File: src/design/sbfc_pkg.sv
`timescale 1ns / 1ps
// ----------------------------------------------------------------------------
// Sync byte frame checksum parser package
// Shared types, constants and register codes for the frame parser.
// ----------------------------------------------------------------------------
package sbfc_pkg;

  // Number of payload bytes in a frame (legal range 1 to 7).
  localparam int unsigned PAYLOAD_BYTES = 4;

  // Bytes that are kept and packed into the result word.
  localparam int unsigned STORE_DEPTH = 4;
  localparam int unsigned KEPT_BYTES  =
    (PAYLOAD_BYTES < STORE_DEPTH) ? PAYLOAD_BYTES : STORE_DEPTH;

  localparam int unsigned POS_W     = 3;
  localparam int unsigned WORD_W    = 32;
  localparam int unsigned APB_DW    = 32;
  localparam int unsigned APB_AW    = 3;

  typedef logic [7:0]        byte_t;
  typedef logic [POS_W-1:0]  pos_t;
  typedef logic [WORD_W-1:0] word_t;

  localparam byte_t SYNC_RESET = 8'hA6;

  // Register index codes (index taken from paddr bit 2).
  localparam logic REG_SYNC_BYTE = 1'b0;

  typedef enum logic [1:0] {
    PH_HUNT    = 2'd0,
    PH_PAYLOAD = 2'd1,
    PH_CHECK   = 2'd2
  } phase_e;

  typedef struct packed {
    word_t frame_payload;
    logic  checksum_ok;
    word_t good_frames;
    word_t bad_frames;
  } result_t;

endpackage

File: src/design/sbfc_rx_if.sv
`timescale 1ns / 1ps
// ----------------------------------------------------------------------------
// Receive byte channel
// Valid/ready channel carrying one received byte per transaction.
// ----------------------------------------------------------------------------
interface sbfc_rx_if;
  logic            valid;
  logic            ready;
  sbfc_pkg::byte_t rx_byte;

  modport source (output valid, output rx_byte, input ready);
  modport sink   (input valid, input rx_byte, output ready);
endinterface

File: src/design/sbfc_res_if.sv
`timescale 1ns / 1ps
// ----------------------------------------------------------------------------
// Frame result channel
// Valid/ready channel carrying one frame result per transaction.
// ----------------------------------------------------------------------------
interface sbfc_res_if;
  logic            valid;
  logic            ready;
  sbfc_pkg::word_t frame_payload;
  logic            checksum_ok;
  sbfc_pkg::word_t good_frames;
  sbfc_pkg::word_t bad_frames;

  modport source (output valid, output frame_payload, output checksum_ok,
                  output good_frames, output bad_frames, input ready);
  modport sink   (input valid, input frame_payload, input checksum_ok,
                  input good_frames, input bad_frames, output ready);
endinterface

File: src/design/sbfc_apb_regs.sv
`timescale 1ns / 1ps
// ----------------------------------------------------------------------------
// Configuration registers
// APB-style register port holding the sync byte.
// ----------------------------------------------------------------------------
module sbfc_apb_regs (
  input  logic                          clk_i,
  input  logic                          rst_ni,
  input  logic                          psel,
  input  logic                          penable,
  input  logic                          pwrite,
  input  logic [sbfc_pkg::APB_AW-1:0]   paddr,
  input  logic [sbfc_pkg::APB_DW-1:0]   pwdata,
  output logic [sbfc_pkg::APB_DW-1:0]   prdata,
  output logic                          pready,
  output sbfc_pkg::byte_t               sync_byte_o
);
  import sbfc_pkg::*;

  byte_t sync_q, sync_d;
  logic  wr_en;
  logic  reg_idx;

  assign pready  = 1'b1;
  assign reg_idx = paddr[2];
  assign wr_en   = psel && penable && pwrite && pready;

  always_comb begin
    sync_d = sync_q;
    if (wr_en && (reg_idx == REG_SYNC_BYTE)) begin
      sync_d = pwdata[7:0];
    end
  end

  always_ff @(posedge clk_i or negedge rst_ni) begin
    if (!rst_ni) begin
      sync_q <= SYNC_RESET;
    end else begin
      sync_q <= sync_d;
    end
  end

  always_comb begin
    prdata = '0;
    if (reg_idx == REG_SYNC_BYTE) begin
      prdata = {{(APB_DW-8){1'b0}}, sync_q};
    end
  end

  assign sync_byte_o = sync_q;
endmodule

File: src/design/sbfc_frame_fsm.sv
`timescale 1ns / 1ps
// ----------------------------------------------------------------------------
// Frame parser core
// Input register, frame phase machine, running sum, payload store and
// frame counters.
// ----------------------------------------------------------------------------
module sbfc_frame_fsm (
  input  logic               clk_i,
  input  logic               rst_ni,
  sbfc_rx_if.sink            rx,
  input  sbfc_pkg::byte_t    sync_byte_i,
  output logic               res_valid_o,
  input  logic               res_ready_i,
  output sbfc_pkg::result_t  res_o
);
  import sbfc_pkg::*;

  logic   in_v_q;
  byte_t  in_byte_q;
  logic   adv;

  phase_e phase_q, phase_d;
  pos_t   pos_q, pos_d;
  byte_t  sum_q, sum_d;
  word_t  good_q, good_d;
  word_t  bad_q, bad_d;
  byte_t  store_q [KEPT_BYTES];

  logic   last_byte;
  logic   sum_match;

  // The held byte moves on when it yields nothing or the result slot is free.
  assign adv      = in_v_q && (!res_valid_o || res_ready_i);
  assign rx.ready = !in_v_q || adv;

  always_ff @(posedge clk_i or negedge rst_ni) begin
    if (!rst_ni) begin
      in_v_q <= 1'b0;
    end else begin
      in_v_q <= (rx.valid && rx.ready) || (in_v_q && !adv);
    end
  end

  always_ff @(posedge clk_i) begin
    if (rx.valid && rx.ready) begin
      in_byte_q <= rx.rx_byte;
    end
  end

  assign last_byte = (pos_q == POS_W'(PAYLOAD_BYTES - 1));
  assign sum_match = (in_byte_q == sum_q);

  // Next state.
  always_comb begin
    phase_d = phase_q;
    pos_d   = pos_q;
    sum_d   = sum_q;
    good_d  = good_q;
    bad_d   = bad_q;
    if (adv) begin
      case (phase_q)
        PH_HUNT: begin
          if (in_byte_q == sync_byte_i) begin
            sum_d   = in_byte_q;
            pos_d   = '0;
            phase_d = PH_PAYLOAD;
          end
        end
        PH_PAYLOAD: begin
          sum_d = sum_q + in_byte_q;
          if (last_byte) begin
            pos_d   = '0;
            phase_d = PH_CHECK;
          end else begin
            pos_d = pos_q + POS_W'(1);
          end
        end
        PH_CHECK: begin
          if (sum_match) begin
            good_d = good_q + WORD_W'(1);
          end else begin
            bad_d = bad_q + WORD_W'(1);
          end
          phase_d = PH_HUNT;
        end
        default: begin
          phase_d = PH_HUNT;
        end
      endcase
    end
  end

  always_ff @(posedge clk_i or negedge rst_ni) begin
    if (!rst_ni) begin
      phase_q <= PH_HUNT;
      pos_q   <= '0;
      sum_q   <= '0;
      good_q  <= '0;
      bad_q   <= '0;
    end else begin
      phase_q <= phase_d;
      pos_q   <= pos_d;
      sum_q   <= sum_d;
      good_q  <= good_d;
      bad_q   <= bad_d;
    end
  end

  for (genvar i = 0; i < KEPT_BYTES; i++) begin : g_store
    always_ff @(posedge clk_i) begin
      if (adv && (phase_q == PH_PAYLOAD) && (pos_q == POS_W'(i))) begin
        store_q[i] <= in_byte_q;
      end
    end
  end

  // Outputs: a result is offered only while the checksum byte is held.
  always_comb begin
    res_valid_o       = 1'b0;
    res_o.frame_payload = '0;
    for (int i = 0; i < KEPT_BYTES; i++) begin
      res_o.frame_payload[8*i +: 8] = store_q[i];
    end
    res_o.checksum_ok = sum_match;
    res_o.good_frames = sum_match ? (good_q + WORD_W'(1)) : good_q;
    res_o.bad_frames  = sum_match ? bad_q : (bad_q + WORD_W'(1));
    case (phase_q)
      PH_CHECK: res_valid_o = in_v_q;
      default:  res_valid_o = 1'b0;
    endcase
  end

`ifndef SYNTHESIS
  a_one_count_per_frame: assert property (@(posedge clk_i) disable iff (!rst_ni)
    (adv && (phase_q == PH_CHECK)) |=>
      ((good_q + bad_q) == ($past(good_q) + $past(bad_q) + WORD_W'(1))))
    else $error("frame counters did not advance by exactly one");

  a_pos_in_range: assert property (@(posedge clk_i) disable iff (!rst_ni)
    (pos_q < POS_W'(PAYLOAD_BYTES)))
    else $error("payload position beyond frame length");

  a_pos_idle_zero: assert property (@(posedge clk_i) disable iff (!rst_ni)
    (phase_q != PH_PAYLOAD) |-> (pos_q == '0))
    else $error("payload position not cleared outside payload phase");

  a_counters_hold: assert property (@(posedge clk_i) disable iff (!rst_ni)
    !(adv && (phase_q == PH_CHECK)) |=> ($stable(good_q) && $stable(bad_q)))
    else $error("frame counters changed without a checksum byte");
`endif
endmodule

File: src/design/sbfc_result_reg.sv
`timescale 1ns / 1ps
// ----------------------------------------------------------------------------
// Result register
// Output register that holds one frame result until it is taken.
// ----------------------------------------------------------------------------
module sbfc_result_reg (
  input  logic               clk_i,
  input  logic               rst_ni,
  input  logic               res_valid_i,
  output logic               res_ready_o,
  input  sbfc_pkg::result_t  res_i,
  sbfc_res_if.source         res
);
  import sbfc_pkg::*;

  logic    out_v_q;
  result_t out_q;

  assign res_ready_o = !out_v_q || res.ready;

  always_ff @(posedge clk_i or negedge rst_ni) begin
    if (!rst_ni) begin
      out_v_q <= 1'b0;
    end else if (res_ready_o) begin
      out_v_q <= res_valid_i;
    end
  end

  always_ff @(posedge clk_i) begin
    if (res_valid_i && res_ready_o) begin
      out_q <= res_i;
    end
  end

  assign res.valid         = out_v_q;
  assign res.frame_payload = out_q.frame_payload;
  assign res.checksum_ok   = out_q.checksum_ok;
  assign res.good_frames   = out_q.good_frames;
  assign res.bad_frames    = out_q.bad_frames;
endmodule

File: src/design/sync_byte_frame_checksum_parser.sv
`timescale 1ns / 1ps
// Result path: an accepted checksum byte is held in the core's input register,
// and the frame result is then loaded into the result register and offered.
// Throughput: one received byte per cycle while the result register can take a
// finished frame; a checksum byte waits while it is full and stalled downstream.
// Reset: rst_ni is asynchronous and active low; it returns the parser to
// hunting, clears the sum and both frame counters and loads sync byte 0xA6.
// ----------------------------------------------------------------------------
// Sync byte frame checksum parser
// Hunts for a sync byte, collects a fixed-length payload with an additive
// 8-bit checksum and reports each frame with running good and bad counts.
// ----------------------------------------------------------------------------
module sync_byte_frame_checksum_parser (
  input  logic                          clk_i,
  input  logic                          rst_ni,
  sbfc_rx_if.sink                       rx_i,
  sbfc_res_if.source                    res_o,
  input  logic                          psel,
  input  logic                          penable,
  input  logic                          pwrite,
  input  logic [sbfc_pkg::APB_AW-1:0]   paddr,
  input  logic [sbfc_pkg::APB_DW-1:0]   pwdata,
  output logic [sbfc_pkg::APB_DW-1:0]   prdata,
  output logic                          pready
);
  import sbfc_pkg::*;

  // The sync byte seeds each frame's checksum. It is compared only while
  // hunting, so a rewrite during a frame takes effect from the next hunt.
  byte_t   sync_byte;

  // Handshake between the parser core and the result register. A result
  // is offered only while the checksum byte sits in the core's input
  // register; every other byte moves through without a result.
  logic    res_valid;
  logic    res_ready;
  result_t result;

  sbfc_apb_regs u_regs (
    .clk_i       (clk_i),
    .rst_ni      (rst_ni),
    .psel        (psel),
    .penable     (penable),
    .pwrite      (pwrite),
    .paddr       (paddr),
    .pwdata      (pwdata),
    .prdata      (prdata),
    .pready      (pready),
    .sync_byte_o (sync_byte)
  );

  // The core registers each incoming byte, then in the following cycle
  // updates phase, position, sum, payload store and counters. A byte that
  // closes a frame waits in the input register only while the result
  // register is full and its transaction is stalled downstream.
  sbfc_frame_fsm u_fsm (
    .clk_i       (clk_i),
    .rst_ni      (rst_ni),
    .rx          (rx_i),
    .sync_byte_i (sync_byte),
    .res_valid_o (res_valid),
    .res_ready_i (res_ready),
    .res_o       (result)
  );

  // The result register decouples the two sides so that new bytes keep
  // being accepted while a finished frame waits to be taken.
  sbfc_result_reg u_res (
    .clk_i       (clk_i),
    .rst_ni      (rst_ni),
    .res_valid_i (res_valid),
    .res_ready_o (res_ready),
    .res_i       (result),
    .res         (res_o)
  );
endmodule

File: src/flat_wrapper.sv
// flat-port wrapper written by rule: the top's interface ports become plain ports
module sync_byte_frame_checksum_parser_flat import sbfc_pkg::*;
  (clk_i, rst_ni, psel, penable, pwrite, paddr, pwdata, prdata, pready, rx_i_valid, rx_i_rx_byte, rx_i_ready, res_o_valid, res_o_frame_payload, res_o_checksum_ok, res_o_good_frames, res_o_bad_frames, res_o_ready);
  sbfc_rx_if rx_i_i ();
  sbfc_res_if res_o_i ();
  input  logic clk_i;
  input  logic rst_ni;
  input  logic psel;
  input  logic penable;
  input  logic pwrite;
  input  logic [sbfc_pkg::APB_AW-1:0] paddr;
  input  logic [sbfc_pkg::APB_DW-1:0] pwdata;
  output logic [sbfc_pkg::APB_DW-1:0] prdata;
  output logic pready;
  input wire logic [$bits(rx_i_i.valid)-1:0] rx_i_valid;
  input wire logic [$bits(rx_i_i.rx_byte)-1:0] rx_i_rx_byte;
  output wire logic [$bits(rx_i_i.ready)-1:0] rx_i_ready;
  output wire logic [$bits(res_o_i.valid)-1:0] res_o_valid;
  output wire logic [$bits(res_o_i.frame_payload)-1:0] res_o_frame_payload;
  output wire logic [$bits(res_o_i.checksum_ok)-1:0] res_o_checksum_ok;
  output wire logic [$bits(res_o_i.good_frames)-1:0] res_o_good_frames;
  output wire logic [$bits(res_o_i.bad_frames)-1:0] res_o_bad_frames;
  input wire logic [$bits(res_o_i.ready)-1:0] res_o_ready;
  assign rx_i_i.valid = rx_i_valid;
  assign rx_i_i.rx_byte = rx_i_rx_byte;
  assign rx_i_ready = rx_i_i.ready;
  assign res_o_valid = res_o_i.valid;
  assign res_o_frame_payload = res_o_i.frame_payload;
  assign res_o_checksum_ok = res_o_i.checksum_ok;
  assign res_o_good_frames = res_o_i.good_frames;
  assign res_o_bad_frames = res_o_i.bad_frames;
  assign res_o_i.ready = res_o_ready;
  sync_byte_frame_checksum_parser u_core (.clk_i(clk_i), .rst_ni(rst_ni), .rx_i(rx_i_i), .res_o(res_o_i), .psel(psel), .penable(penable), .pwrite(pwrite), .paddr(paddr), .pwdata(pwdata), .prdata(prdata), .pready(pready));
endmodule
File: config.mk
export PLATFORM = sky130hd
export DESIGN_NAME = sync_byte_frame_checksum_parser_flat
export DESIGN_NICKNAME = d
export VERILOG_FILES = /design/src/design/sbfc_pkg.sv /design/src/design/sbfc_rx_if.sv /design/src/design/sbfc_res_if.sv /design/src/design/sbfc_apb_regs.sv /design/src/design/sbfc_frame_fsm.sv /design/src/design/sbfc_result_reg.sv /design/src/design/sync_byte_frame_checksum_parser.sv /design/src/flat_wrapper.sv
export SDC_FILE = /design/constraint.sdc
export NUM_CORES = 1
export LEC_CHECK = 0
export BUFFER_PORTS_ARGS = -buffer_cell sky130_fd_sc_hd__buf_4
export CAP_MARGIN = 20
export CORE_ASPECT_RATIO = 0.8
export CORE_UTILIZATION = 56
export DETAILED_ROUTE_END_ITERATION = 7
export GPL_ROUTABILITY_DRIVEN = 0
export GPL_TIMING_DRIVEN = 0
export PLACE_DENSITY_LB_ADDON = 0.2
export SYNTH_ARGS = -nofsm -noshare
export SYNTH_HDL_FRONTEND = slang
export SYNTH_HIERARCHICAL = 1
export SYNTH_SLANG_ARGS = --single-unit
File: constraint.sdc
create_clock -name clk_i -period 2.8 [get_ports clk_i]
set_clock_uncertainty 0.05 [all_clocks]
set_input_delay 0.42 -clock clk_i [delete_from_list [all_inputs] [get_ports clk_i]]
set_output_delay 0.42 -clock clk_i [all_outputs]
set_load 0.1 [all_outputs]
==> results.toml <==
[run_status]
status = "finished, violations left"
violations_in_the_final_reports = "DRC"

[power_and_ir_drop]
power.density_cell_area_nw_per_um2 = 720
combinationalPowerShare_pct = 22.6
sw_frac_of_total_pct = 30.9
max-vdd-ir-drop_mv = 0.428
clock_power_share_pct = 33.0
static-leakage-power_nw = 5.29
power.sequential.fraction_pct = 44.4
pint_mw = 6.18
power.switching_mw = 2.76

[sta]
setup-violations-final = 0
finalHoldViolations = 0
setup-tns-final_ps = 0
slew_at_the_pin_closest_to_its_max_slew_limit_ps = 735
max_freq_mhz = 374
slew_violations = 0
fin_crit_ps = 2680
setup_ws_ps = 123
timing.final.crit_share_pct = 95.6
slew_headroom_pct = 50.8

[cts]
cts_h_tree_lvls = 1
cts_tree = "yes"
cts.root.buffer_cell = "sky130_fd_sc_hd__clkbuf_16"
cts_made_buffers = 22
clk_pin_slew_worst_paths_ps = 60
worst_skew_late_latency_ps = 500
clock_sinks = 224
cts-root-to-sink-buffers = 3

[global_routing]
antenna_violations_before_repair = 0
first_global_vias = 6034
grt_start_max_net_pins = 60
grt_pass1_wl_um = 31400
global_route.usage.total_pct = 21.4
grt_overflow_total = 0

[floorplan]
design.portCount = 182
die-area_um2 = 18700
fp-row-count = 43
die_width_um = 153
dieHeight_um = 122
start_util_pct = 57.9
floorplan.core_area_um2 = 17500

[setup_path]
timing.critical_path.slowest_cell_delay_ps = 640
timing.critical_path.mode_cell = "sky130_fd_sc_hd__buf_4"
worst_r2r_path_depth = 7
critical_path.max_fanout = 10
critical_path.cell_chain = "buf_4 > xnor2_1 > nand4_1 > o21ai_1 > and2_1 > buf_4 > mux2_2"
worst_setup_path_end_kind = "flop"
critPathBufInv = 2
path_depth = 7
worst_ep_required_time_ps = 3140
crit_slowest_cell = "sky130_fd_sc_hd__o21ai_1"
worst_setup_start_kind = "flop"
crit_type = "reg2reg"
crit_arrival_ps = 3010
cpLargestDelayFamily = "compound AO/OA/AOI/OAI gates"

[final_layout]
layout.core_utilization_pct = 70.7
fin_area_um2 = 12400
area_growth_from_synthesis_to_layout_pct = 22.0
drive_gt1_share_pct = 28.3
number_of_antenna_cells_inserted = 0
finalNonFillerCells = 1211
final_nets = 1034

[synth]
synth.lib_cells_used.distinct = 64
synth.yosys.seq_area_share_pct = 62.0
synth-async-reset-ratio_pct = 38.8
ys_seq_elements = 224
netlist_area_um2 = 10200
synth_edf_count = 137
syn_avg_cell_area_um2 = 13.1
ys.warnings.count = 6
top_flip_flop_cell_by_instance_count_after_synthesis = "sky130_fd_sc_hd__edfxtp_1"
synthesis.instances = 777

[placed_design]
dpl.hpwl_um = 13200
number_of_instances_in_the_placed_design = 1157
area_after_dpl_um2 = 11600
dpl_worst_slack_ps = -27.9
io_buffers = 130

[route]
finalWirelength_um = 19600
dr_wl_cell_um = 16.2
firstDrtPassIters = 7
drc = 8
routed-via-count = 6399
drtIter0Drc = 452
drtAntennaViolNets = 0
route.detailed.vias_per_inst = 5.28

[run]
timing.max_cap.violations = 0

[worst_hold_path]
hold_path.class = "in2reg"
worst_hold_path.num_cells = 1
[area by class of cell]
cell class,instances,area [µm²]
Buffer,54,353
Clock buffer,26,566
Clock inverter,14,156
Fill cell,1189,5140
Inverter,15,61.3
Multi-Input combinational cell,507,3550
Sequential cell,224,6300
Tap cell,225,282
Timing Repair Buffer,146,1140
[per-stage QoR]
step,hold WS (ps),power (mW)
3_3_place_gp,351,5.94
5_1_grt,22.3,9.30
6_report,37.6,8.93
3_5_place_dp,342,5.99
2_1_floorplan,74.4,5.57
4_1_cts,22.0,8.96
[power groups by stage]
| stage | logic, mW | registers (mW) | clock network [mW] |
|---|---|---|---|
| 2_1_floorplan | 1.22 | 4.35 | 0 |
| 3_3_place_gp | 1.91 | 4.03 | 0 |
| 3_5_place_dp | 1.95 | 4.04 | 0 |
| 4_1_cts | 1.98 | 3.97 | 3.01 |
| 5_1_grt | 2.18 | 3.99 | 3.13 |
| 6_report | 2.02 | 3.97 | 2.95 |
[path summary, 6_finish.rpt]
kind | from | end | slack [ps]
setup / recovery | u_core/u_fsm/in_byte_q[7] | u_core/u_fsm/sum_q[3] | 120
setup reg to reg | u_core/u_fsm/in_byte_q[7] | u_core/u_fsm/sum_q[3] | 120
max in group asynchronous | rst_ni | u_core/u_fsm/good_q[31] | 1690
hold / removal | rx_i_rx_byte[1] | u_core/u_fsm/in_byte_q[1] | 40
min in group asynchronous | rst_ni | u_core/u_regs/sync_byte_o[3] | 360
hold reg to reg | u_core/u_fsm/store_q[2][6] | u_core/u_res/res.frame_payload[22] | 370
[placed cells by master (no fill, tap or decap), drive strengths merged, types with 10 or more instances in the layout]
master,instances
mux2,11
a21oi,12
and2,10
and3,13
dfrtp,83
nand4,29
nor4,12
inv,14
clkinv,11
nor2,47
clkbuf,33
buf,192
xnor2,72
nand2,66
o21ai,10
xor2,63
edfxtp,137
ha,13
nor3,27
conb,25
nand3,30
[flip-flops by register name (all words and copies together), names as in the netlist, 2 cells and up]
register and flops:
u_core/u_fsm/bad_q 32, u_core/u_fsm/in_byte_q 8, u_core/u_res/res.good_frames 32, u_core/u_res/res.frame_payload 32, u_core/u_fsm/pos_q 3, u_core/u_regs/sync_byte_o 8, u_core/u_fsm/phase_q 2, u_core/u_fsm/good_q 32
u_core/u_res/res.bad_frames 32, u_core/u_fsm/sum_q 8, u_core/u_fsm/store_q 32
[metal layers]
layer	part of all wire, %	up-vias	GRT usage, %
met5	0	-	0
met4	1.6	0	5.37
met3	5.5	22	3.18
met2	46	187	33.9
met1	47	3100	31.3
li1	-	3090	-
[timing repair]
| action | 4_1_cts | 5_1_grt |
|---|---|---|
| gates resized for setup | 1 | 1 |
| cloned | 0 | 0 |
| setup endpoints to repair | 14 | 10 |
| pin swaps | 1 | 1 |
| endpoints found under the hold margin | 24 | 0 |
| hold buffers | 1 | 0 |
| buffers inserted | 3 | 10 |
[kinds of logic (layout without fill, tap and decap cells)]
family / Yosys count / count (layout) / synth area share (%)
compound gates: 41 / 41 / 2.63
buf+inv: 69 / 255 / 4.08
xor+xnor: 135 / 135 / 11.7
flops: 224 / 224 / 62.0
simple gates: 279 / 279 / 16.3
other cells: 2 / 25 / 0.0739
mux: 13 / 13 / 1.42
fa+ha+maj: 14 / 14 / 1.80
[synth_stat cells, drive strengths merged (2+ instances only)]
cell type | n | share of area (%)
clkbuf | 7 | 0.27
dfstp | 4 | 1.0
dfrtp | 83 | 20
or3 | 3 | 0.18
edfxtp | 137 | 40
nand2 | 66 | 2.4
a21o | 2 | 0.15
and2 | 10 | 0.64
a31oi | 4 | 0.25
nor3 | 27 | 1.7
nor4 | 12 | 1.5
nand2b | 9 | 0.63
and4 | 9 | 0.78
nor2 | 47 | 1.7
buf | 47 | 3.2
conb | 2 | 0.074
or2 | 3 | 0.18
nor3b | 4 | 0.30
inv | 14 | 0.52
mux2i | 2 | 0.20
o21ai | 10 | 0.49
nand4 | 29 | 2.3
a21oi | 12 | 0.59
nand3 | 30 | 1.7
xnor2 | 72 | 6.3
and2b | 9 | 0.76
mux2 | 11 | 1.2
xor2 | 63 | 5.4
ha | 13 | 1.6
o21a | 2 | 0.15
and3 | 13 | 0.80
nor2b | 5 | 0.31
Note: power is estimated with default switching activity, not from simulation.
